File: src/strip_restart_to_triangle_list_assert.svh
// Assertion helpers, clocked on clk_i; STRC_ASSERT is gated by the active-low reset.
`ifndef STRIP_RESTART_TO_TRIANGLE_LIST_ASSERT_SVH
`define STRIP_RESTART_TO_TRIANGLE_LIST_ASSERT_SVH

// Plain implication or expression, checked outside reset.
`define STRC_ASSERT(label, prop, msg) \
  label: assert property (@(posedge clk_i) disable iff (!rst_ni) (prop)) \
    else $error(msg);

// Also checked while reset is low.
`define STRC_ASSERT_ALWAYS(label, prop, msg) \
  label: assert property (@(posedge clk_i) (prop)) else $error(msg);

`endif

File: src/strc_pkg.sv
`timescale 1ns / 1ps
`default_nettype none

package strc_pkg;

  localparam int unsigned IdxW        = 32;
  localparam int unsigned NarrowW     = 16;
  localparam logic [IdxW-1:0] RestartReset = 32'h0000_FFFF;

  typedef enum logic [0:0] {
    CfgRestart = 1'b0,
    CfgWide    = 1'b1
  } cfg_reg_e;

  typedef struct packed {
    logic [IdxW-1:0] older;
    logic [IdxW-1:0] newer;
    logic [1:0]      fill;
    logic            odd;
  } run_state_t;

  typedef struct packed {
    logic            emit;
    logic [IdxW-1:0] corner_a;
    logic [IdxW-1:0] corner_b;
    logic [IdxW-1:0] corner_c;
    logic            from_final;
  } tri_t;

  function automatic logic [IdxW-1:0] fit_index(input logic [IdxW-1:0] v, input logic wide);
    fit_index = wide ? v : {{(IdxW-NarrowW){1'b0}}, v[NarrowW-1:0]};
  endfunction

endpackage

`default_nettype wire

File: src/strc_window.sv
`timescale 1ns / 1ps
`default_nettype none

// Strip window step: next run state and the triangle one index completes.
module strc_window (
  input  var strc_pkg::run_state_t       cur_i,
  input  wire logic [strc_pkg::IdxW-1:0] index_i,
  input  wire logic                      last_i,
  input  wire logic [strc_pkg::IdxW-1:0] restart_i,
  input  wire logic                      wide_i,
  output strc_pkg::run_state_t           nxt_o,
  output strc_pkg::tri_t                 tri_o,
  output logic                           is_cut_o
);

  logic [strc_pkg::IdxW-1:0] idx;
  logic [strc_pkg::IdxW-1:0] cut;
  logic                      distinct;

  assign idx      = strc_pkg::fit_index(index_i, wide_i);
  assign cut      = strc_pkg::fit_index(restart_i, wide_i);
  assign is_cut_o = (idx == cut);
  assign distinct = (cur_i.older != cur_i.newer) && (cur_i.newer != idx) &&
                    (cur_i.older != idx);

  always_comb begin
    nxt_o = cur_i;
    tri_o.emit       = 1'b0;
    tri_o.corner_a   = cur_i.odd ? cur_i.newer : cur_i.older;
    tri_o.corner_b   = cur_i.odd ? cur_i.older : cur_i.newer;
    tri_o.corner_c   = idx;
    tri_o.from_final = last_i;
    if (is_cut_o) begin
      nxt_o.fill = 2'd0;
      nxt_o.odd  = 1'b0;
    end else if (cur_i.fill >= 2'd2) begin
      tri_o.emit  = distinct;
      // degenerate windows still flip the winding parity
      nxt_o.odd   = ~cur_i.odd;
      nxt_o.older = cur_i.newer;
      nxt_o.newer = idx;
    end else begin
      nxt_o.older = cur_i.newer;
      nxt_o.newer = idx;
      nxt_o.fill  = cur_i.fill + 2'd1;
    end
    if (last_i) begin
      nxt_o.fill = 2'd0;
      nxt_o.odd  = 1'b0;
    end
  end

endmodule

`default_nettype wire

File: src/strip_restart_to_triangle_list.sv
// Triangle strip to triangle list with primitive restart.
// Input channel (in_valid_i / in_ready_o) takes one strip index word per
// cycle while in_ready_o is high, with its last_in_buffer flag. Output
// channel (out_valid_o / out_ready_i) delivers one triangle word: corners
// a, b, c and the from_final_index flag. An index equal to the restart
// value, a short run or a degenerate window gives no output word.
// A triangle is registered; it shows in the cycle after the index that
// completes it is taken. Throughput: one index per cycle when not stalled,
// set by the single output register; the run state updates in the same
// cycle the index is accepted. Stall: while an output word waits and
// out_ready_i is low, in_ready_o is low; when out_ready_i is high, a new
// index is taken in the same cycle the pending word leaves.
// Reset: run state is cleared (no indices held, even parity), the restart
// value is 0xFFFF, 16-bit index mode is set. The user writes registers via
// cfg_we_i / cfg_index_i / cfg_data_i while the block is idle (unenforced).
`timescale 1ns / 1ps
`default_nettype none
`include "strip_restart_to_triangle_list_assert.svh"

module strip_restart_to_triangle_list (
  input  wire logic                      clk_i,
  input  wire logic                      rst_ni,
  input  wire logic                      cfg_we_i,
  input  wire logic [0:0]                cfg_index_i,
  input  wire logic [strc_pkg::IdxW-1:0] cfg_data_i,
  input  wire logic                      in_valid_i,
  output logic                           in_ready_o,
  input  wire logic [strc_pkg::IdxW-1:0] vertex_index_i,
  input  wire logic                      last_in_buffer_i,
  output logic                           out_valid_o,
  input  wire logic                      out_ready_i,
  output logic [strc_pkg::IdxW-1:0]      corner_a_o,
  output logic [strc_pkg::IdxW-1:0]      corner_b_o,
  output logic [strc_pkg::IdxW-1:0]      corner_c_o,
  output logic                           from_final_index_o
);

  logic [strc_pkg::IdxW-1:0] restart_q;
  logic                      wide_q;
  strc_pkg::run_state_t      run_q, run_d;
  strc_pkg::tri_t            tri_d;
  logic                      out_valid_q;
  logic [strc_pkg::IdxW-1:0] a_q, b_q, c_q;
  logic                      final_q;
  logic                      in_acc;
  logic                      is_cut;

  assign in_ready_o = !out_valid_q || out_ready_i;
  assign in_acc     = in_valid_i && in_ready_o;

  always_ff @(posedge clk_i or negedge rst_ni) begin
    if (!rst_ni) begin
      restart_q <= strc_pkg::RestartReset;
      wide_q    <= 1'b0;
    end else if (cfg_we_i) begin
      case (cfg_index_i)
        strc_pkg::CfgRestart: restart_q <= cfg_data_i;
        strc_pkg::CfgWide:    wide_q    <= cfg_data_i[0];
        default: ;
      endcase
    end
  end

  strc_window u_window (
    .cur_i     (run_q),
    .index_i   (vertex_index_i),
    .last_i    (last_in_buffer_i),
    .restart_i (restart_q),
    .wide_i    (wide_q),
    .nxt_o     (run_d),
    .tri_o     (tri_d),
    .is_cut_o  (is_cut)
  );

  always_ff @(posedge clk_i or negedge rst_ni) begin
    if (!rst_ni) begin
      run_q       <= '0;
      out_valid_q <= 1'b0;
    end else begin
      if (in_acc) begin
        run_q       <= run_d;
        out_valid_q <= tri_d.emit;
      end else if (out_ready_i) begin
        out_valid_q <= 1'b0;
      end
    end
  end

  always_ff @(posedge clk_i) begin
    if (in_acc && tri_d.emit) begin
      a_q     <= tri_d.corner_a;
      b_q     <= tri_d.corner_b;
      c_q     <= tri_d.corner_c;
      final_q <= tri_d.from_final;
    end
  end

  assign out_valid_o        = out_valid_q;
  assign corner_a_o         = a_q;
  assign corner_b_o         = b_q;
  assign corner_c_o         = c_q;
  assign from_final_index_o = final_q;

  `STRC_ASSERT(a_distinct_corners,
    out_valid_o |-> (corner_a_o != corner_b_o) && (corner_b_o != corner_c_o) &&
      (corner_a_o != corner_c_o),
    "degenerate triangle emitted")
  `STRC_ASSERT_ALWAYS(a_fill_range, !rst_ni || (run_q.fill != 2'd3), "run fill out of range")
  `STRC_ASSERT(a_narrow_newest,
    (out_valid_o && !wide_q) |->
      (corner_c_o[strc_pkg::IdxW-1:strc_pkg::NarrowW] == '0),
    "narrow corner has high bits")
  `STRC_ASSERT(a_cut_clears,
    (in_acc && (is_cut || last_in_buffer_i)) |=> (run_q.fill == 2'd0) && !run_q.odd,
    "run not cleared after restart or last")
endmodule

`default_nettype wire
File: config.mk
export PLATFORM = sky130hd
export DESIGN_NAME = strip_restart_to_triangle_list
export DESIGN_NICKNAME = d
export VERILOG_FILES = /design/src/strc_pkg.sv /design/src/strc_window.sv /design/src/strip_restart_to_triangle_list.sv
export VERILOG_INCLUDE_DIRS = /design/src /design/src/src
export SDC_FILE = /design/constraint.sdc
export NUM_CORES = 1
export LEC_CHECK = 0
export BUFFER_PORTS_ARGS = -buffer_cell sky130_fd_sc_hd__buf_2
export CAP_MARGIN = 20
export CORE_ASPECT_RATIO = 1.4
export CORE_MARGIN = 4
export CORE_UTILIZATION = 50
export CTS_CLUSTER_SIZE = 16
export DETAILED_ROUTE_END_ITERATION = 7
export PLACE_DENSITY_LB_ADDON = 0.2
export REMOVE_ABC_BUFFERS = 1
export SETUP_SLACK_MARGIN = 0.3
export SLEW_MARGIN = 20
export SYNTH_ARGS = -nofsm -noshare
export SYNTH_HDL_FRONTEND = slang
export SYNTH_SLANG_ARGS = --single-unit
File: constraint.sdc
create_clock -name clk_i -period 16.6 [get_ports clk_i]
set_input_delay 2.49 -clock clk_i [delete_from_list [all_inputs] [get_ports clk_i]]
set_output_delay 2.49 -clock clk_i [all_outputs]
set_load 0.03 [all_outputs]
==> results of run 1 <==
==> layout by cell type (no fill, tap or decap), types with 3 or more instances in the layout <==
cell       instances
dfrtp_1           84
dfstp_2           16
inv_1              8
mux2_4            13
nand3b_1           4
xor2_1            44
nor4_1            13
nand2_1           19
buf_4              6
a21oi_1            4
nor4bb_1           4
clkbuf_16         17
o21ai_0           21
nor3_1             4
nor2_1            17
nand2b_1           3
mux2_2           142
clkinv_4           3
nand4_1           22
a22oi_1           10
and2_1            14
a32oi_1            4
nor4b_1            5
edfxtp_1          97
o22ai_1            4
xnor2_1           66
clkbuf_8           5
buf_2            168
clkinv_2           3
==> worst max-delay path, stage by stage <==
cell      delay (ns)
buf_2           0.07
nand2b_1        0.27
buf_2           0.26
==> how the worst min path moves through the flow <==
stage                        from            end  slack [ns]  cells after the start
floorplan                run_q[1]       run_q[1]        0.47                      1
global placement         run_q[1]       run_q[1]        0.48                      1
detailed placement  restart_q[25]  restart_q[25]        0.52                      1
CTS                 restart_q[25]  restart_q[25]        0.53                      1
global route             run_q[1]       run_q[1]        0.54                      1
finish              restart_q[25]  restart_q[25]        0.53                      1
==> logic make-up (layout without fill, tap and decap cells) <==
| family | count (synthesis) | count (layout) | synth area share |
|---|---|---|---|
| compound gates | 57 | 57 | 0.03957 |
| xor+xnor | 110 | 110 | 0.1016 |
| fa+ha+maj | 1 | 1 | 0.001319 |
| buf+inv | 56 | 214 | 0.02585 |
| flops | 198 | 198 | 0.5756 |
| mux | 155 | 155 | 0.1892 |
| other cells | 0 | 1 | 0 |
| simple gates | 112 | 112 | 0.06688 |
==> power by group through the flow <==
stage	sequential (mW)	clock, mW	combinational (mW)
2_1_floorplan	1.08	0	0.375
3_5_place_dp	0.896	0	0.786
5_1_grt	0.915	0.436	0.837
3_3_place_gp	0.887	0	0.773
4_1_cts	0.890	0.414	0.792
6_report	0.890	0.407	0.784
==> area by class of cell <==
cell class	count	area, um^2	share of cell area
diodes	1	2.502	0.0002259
clock buffers	23	498.0	0.04495
clock inverters	9	91.34	0.008245
inverters	8	30.03	0.002711
multi-input cells	435	3804	0.3433
flip-flops and latches	198	5461	0.4930
well taps	244	305.3	0.02756
repair buffers	174	885.9	0.07996
==> flip-flops by register name (all words and copies together), names as in the netlist <==
name / flops
corner_b_o: 32
run_q: 67
restart_q: 32
wide_q: 1
corner_c_o: 32
from_final_index_o: 1
out_valid_o: 1
corner_a_o: 32
==> layer usage <==
| metal | vias to the layer above | global-route usage |
|---|---|---|
| li1 | 2794 | - |
| met1 | 3035 | 0.2631 |
| met2 | 219 | 0.3743 |
| met3 | 36 | 0.04435 |
| met4 | 0 | 0.06962 |
| met5 | - | 0 |
==> per-stage QoR <==
step | setup WS, ns | hold WS (ns) | instances | cell area (um^2) | total power [mW]
6_report | 11.01 | 0.5273 | 1092 | 11080 | 2.081
5_1_grt | 10.99 | 0.5387 | 1092 | 11080 | 2.189
4_1_cts | 11.02 | 0.5316 | 1091 | 11080 | 2.096
3_5_place_dp | 10.99 | 0.5160 | 1059 | 10490 | 1.682
3_3_place_gp | 11.03 | 0.4757 | 1059 | 10490 | 1.660
2_1_floorplan | 4.079 | 0.4651 | 641 | 9270 | 1.455
==> results_dict.tcl, run 1 <==
set metrics [dict create \
    status "complete, no violations" \
    netlist_area_mm2 0.009485 \
    cts_num_sinks 198 \
    start_kind "primary input" \
    dr.pass1.iters 5 \
    grt_pass1_wl_um 35300 \
    grt.overflow.total 0 \
    final_max_slew_viol_count 0 \
    path_max_fanout 6 \
    fp.dieH_um 171.0 \
    power.density_mw_per_mm2 187.9 \
    worstSetupEndpointType "primary output" \
    clk_pin_slew_ns 0.07 \
    ys_seq_elements 198 \
    route.met2.wl_um 11590 \
    postCtsSetupRepairBufs 0 \
    ys_warn_count 0 \
    grt_pass1_vias 6302 \
    clk_latency_ns 0.44 \
    wl_met1_um 8890 \
    timing.final.crit_share 0.3366 \
    period_minus_slack_ns 5.588 \
    place_congestion 0.8984 \
    cp.arrival_ns 3.10 \
    hold_buffers 0 \
    ys_async_sr_fraction 0.5101 \
    min_path_type "flop to flop" \
    cts_resized 0 \
    area_delta_synth_final_pct 16.79 \
    peakVddDrop_mv 0.07703 \
    worst_ep_required_time_ns 14.11 \
    synth.most_common_cell "mux2_2" \
    ant_nets 0 \
    grt_max_degree 69 \
    route.detailed.drc 0 \
    final-setup-viol-count 0 \
    cts_buffer_depth 2 \
    synth_top_cell_by_area "edfxtp_1" \
    hold_viol_final 0 \
    p_seq_frac 0.428 \
    tightest_slew_ns 1.098 \
    p_sw_frac 0.3811 \
    r2r-start "wide_q" \
    coreArea_mm2 0.01860 \
    rsz0062_at_grt "no" \
    drt_iter0_markers 475 \
    final_core_util 0.5955 \
    max_slew_margin 0.2665 \
    cts_tree "yes" \
    port_buffers 169 \
    regToRegEndpoint "corner_a_o[25]" \
    synth.distinct_cells 43 \
    dieArea_mm2 0.02127 \
    synth-edff-count 97 \
    p_clk_frac 0.196 \
    detailed_place_hpwl_um 15680 \
    grt_antenna_before_repair 1 \
    r2r_cells 7 \
    final_nets 906 \
    cts_max_level 4 \
    synth_commonest_cells "mux2_2 (142), edfxtp_1 (97), dfrtp_1 (85), xnor2_1 (66), xor2_1 (44)" \
    leakage_nw 4.456 \
    rows 59 \
    r2r_slack_ns 13.08 \
    intPower_mw 1.288 \
    synth_flop_cell "edfxtp_1" \
    p_sw_mw 0.7931 \
    routed.top_layer "met4" \
    grtUsageTotal 0.2125 \
    fmax_mhz 179.0 \
    cts_root_buf "clkbuf_16" \
    wl_met3_um 1347 \
    die_x_um 124.4 \
    start_util 0.5099 \
    avgSynthCellArea_um2 13.77 \
    routed_via_density 5.571 \
    syn_inst 689 \
    cts_inserted_buffers 17 \
    maxCapViolCount 0 \
    routed_wl_um 22270 \
    synth_area_leaders "edfxtp_1 (31%), dfrtp_1 (22%), mux2_2 (17%)" \
    final_layout_size_suffix_gt1_frac 0.4486 \
    tns_ns 0 \
    startpoint "out_ready_i" \
    vias 6084 \
    combinationalPowerShare 0.377 \
    clock_skew_ns 0.01288 \
    wl_per_cell_um 20.39 \
    pin_count 170 \
    synth-seq-area-share 0.5756 \
    crit_type "primary input to primary output" \
    fillers 1537 \
    crit_path_end "in_ready_o" \
    synth_top_area_share 0.3071 \
]
(Power assumes the default switching activity.)
==> run 2: changes to the inputs <==
Clock period 16.6 ns to 5.2 ns, I/O delays scaled along.
==> results_dict.tcl, run 2 (synthesized netlist as in run 1, its figures left out) <==
set metrics [dict create \
    hold_buffers 0 \
    final_layout_size_suffix_gt1_frac 0.4463 \
    crit_path_top_delay_cell "a32o_4" \
    total_power_mw 6.613 \
    worst_ep_required_time_ns 5.25 \
    combinationalPowerShare 0.373 \
    setup_ws_ns 1.750 \
    insertedDiodeCount 0 \
    multi_input_area_mm2 0.003804 \
    crit_type "flop to flop" \
    start_util 0.5099 \
    min_path_type "primary input to asynchronous set/reset pin" \
    port_buffers 169 \
    post-place-ws_ns 1.315 \
    tightest_slew_ns 1.093 \
    detailed_place_hpwl_um 15550 \
    cts_tree "yes" \
    cts_root_buf "clkbuf_16" \
    ant_nets 0 \
    peakVddDrop_mv 0.2937 \
    regToRegEndpoint "corner_b_o[25]" \
    grt_max_degree 69 \
    die_x_um 124.4 \
    pin_count 170 \
    hold_viol_final 0 \
    cts_num_sinks 198 \
    cts_resized 0 \
    vias 6024 \
    final_common_cell "buf_2" \
    final_core_util 0.5947 \
    max_slew_margin 0.2700 \
    final_max_slew_viol_count 0 \
    whs_ns 0.4608 \
    period_minus_slack_ns 3.450 \
    fmax_mhz 289.8 \
    cts_max_level 4 \
    clk_latency_ns 0.43 \
    final-setup-viol-count 0 \
    crit_chain "xor2_1 > nor4_1 > nand4_1 > a32o_4 > nand2_1 > nor3_2 > buf_4" \
    rsz0062_at_grt "no" \
    intPower_mw 4.106 \
    p_clk_frac 0.195 \
    grtUsageTotal 0.2069 \
    drt_iter0_markers 540 \
    wl_per_cell_um 20.07 \
    grt_antenna_before_repair 1 \
    area_delta_synth_final_pct 16.63 \
    cp_slowest_stage_delay_ns 0.90 \
    largest_reg_flops 67 \
    p_seq_frac 0.432 \
    route.detailed.drc 0 \
    r2r_slack_ns 1.75 \
    clock_skew_ns 0.01110 \
    status "complete, no violations" \
    grt_pass1_vias 6301 \
    grt_pass1_wl_um 34400 \
    p_sw_mw 2.507 \
    fillers 1519 \
    place_congestion 0.8797 \
    r2r-start "restart_q[3]" \
    path_max_fanout 68 \
    start_kind "flop" \
    fp.dieH_um 171.0 \
    final_cell_mix "buf_2 (168), mux2_2 (142), edfxtp_1 (97), dfrtp_1 (84), xnor2_1 (66)" \
    coreArea_mm2 0.01860 \
    cts_inserted_buffers 17 \
    rows 59 \
    clk_pin_slew_ns 0.07 \
    grt.overflow.total 0 \
    routed_via_density 5.522 \
    cp.arrival_ns 3.50 \
    final_nets 906 \
    seq_area_mm2 0.005461 \
    dr.pass1.iters 5 \
    routed_wl_um 21890 \
    maxCapViolCount 0 \
    dieArea_mm2 0.02127 \
    postCtsSetupRepairBufs 0 \
    timing.final.crit_share 0.6635 \
    worstSetupEndpointType "flop" \
    r2r_cells 7 \
    p_sw_frac 0.3791 \
    leakage_nw 4.436 \
    power.density_mw_per_mm2 597.8 \
    regMostFlops "run_q" \
    cts_buffer_depth 2 \
]
run 2: cell types whose count changed in the layout (fill, tap and decap cells not counted):
cell / delta
clkbuf_1: +2
clkinvlp_4: +3
clkbuf_8: -4
clkinv_4: -2
bufinv_16: +1
diode_2: -1
run 2: worst max path at each step:
| stage | from | slack [ns] | end |
|---|---|---|---|
| final | restart_q[3] | 1.75 | corner_b_o[25] |
| after detailed placement | vertex_index_i[3] | 1.31 | corner_c_o[3] |
| after global placement | vertex_index_i[15] | 1.40 | corner_a_o[11] |
| after global routing | restart_q[15] | 1.56 | corner_a_o[30] |
| after floorplan | out_ready_i | -5.61 | corner_a_o[0] |
| after CTS | restart_q[3] | 1.72 | corner_c_o[3] |
run 2: worst max-delay path, delay by kind of cell, from the launching register on:
family          cells  cell delay, ns
compound gates      1            0.90
simple gates        4            0.73
buf+inv             1            0.63
flops               1            0.54
xor+xnor            1            0.25
run 2: per-stage QoR:
step | area [um^2] | cells | setup TNS (ns)
after floorplan | 9270 | 641 | -544.25
after global placement | 10490 | 1059 | 0
after detailed placement | 10490 | 1059 | 0
after CTS | 11060 | 1091 | 0
after global routing | 11060 | 1091 | 0
final | 11060 | 1091 | 0
run 2: per-layer routing:
| layer | GRT usage | vias up | share of wire |
|---|---|---|---|
| met4 | 0.06819 | 2 | 0.024 |
| met5 | 0 | - | 0.00032 |
| met1 | 0.2468 | 2985 | 0.40 |
| met2 | 0.3724 | 218 | 0.52 |
| li1 | - | 2786 | - |
| met3 | 0.04622 | 33 | 0.053 |
run 2: final cells by class:
| cell class | count | area share |
|---|---|---|
| Multi-Input combinational cell | 435 | 0.3438 |
| Timing Repair Buffer | 174 | 0.08007 |
| Inverter | 8 | 0.002714 |
| Tap cell | 244 | 0.02760 |
| Clock buffer | 21 | 0.04071 |
| Sequential cell | 198 | 0.4937 |
| Clock inverter | 11 | 0.01142 |
run 2: power by group through the flow:
| stage | combinational (mW) | clock, mW | sequential (mW) |
|---|---|---|---|
| 5_1_grt | 2.63 | 1.38 | 2.93 |
| 3_3_place_gp | 2.45 | 0 | 2.85 |
| 3_5_place_dp | 2.48 | 0 | 2.88 |
| 4_1_cts | 2.49 | 1.31 | 2.86 |
| 6_report | 2.47 | 1.29 | 2.86 |
| 2_1_floorplan | 1.20 | 0 | 3.45 |
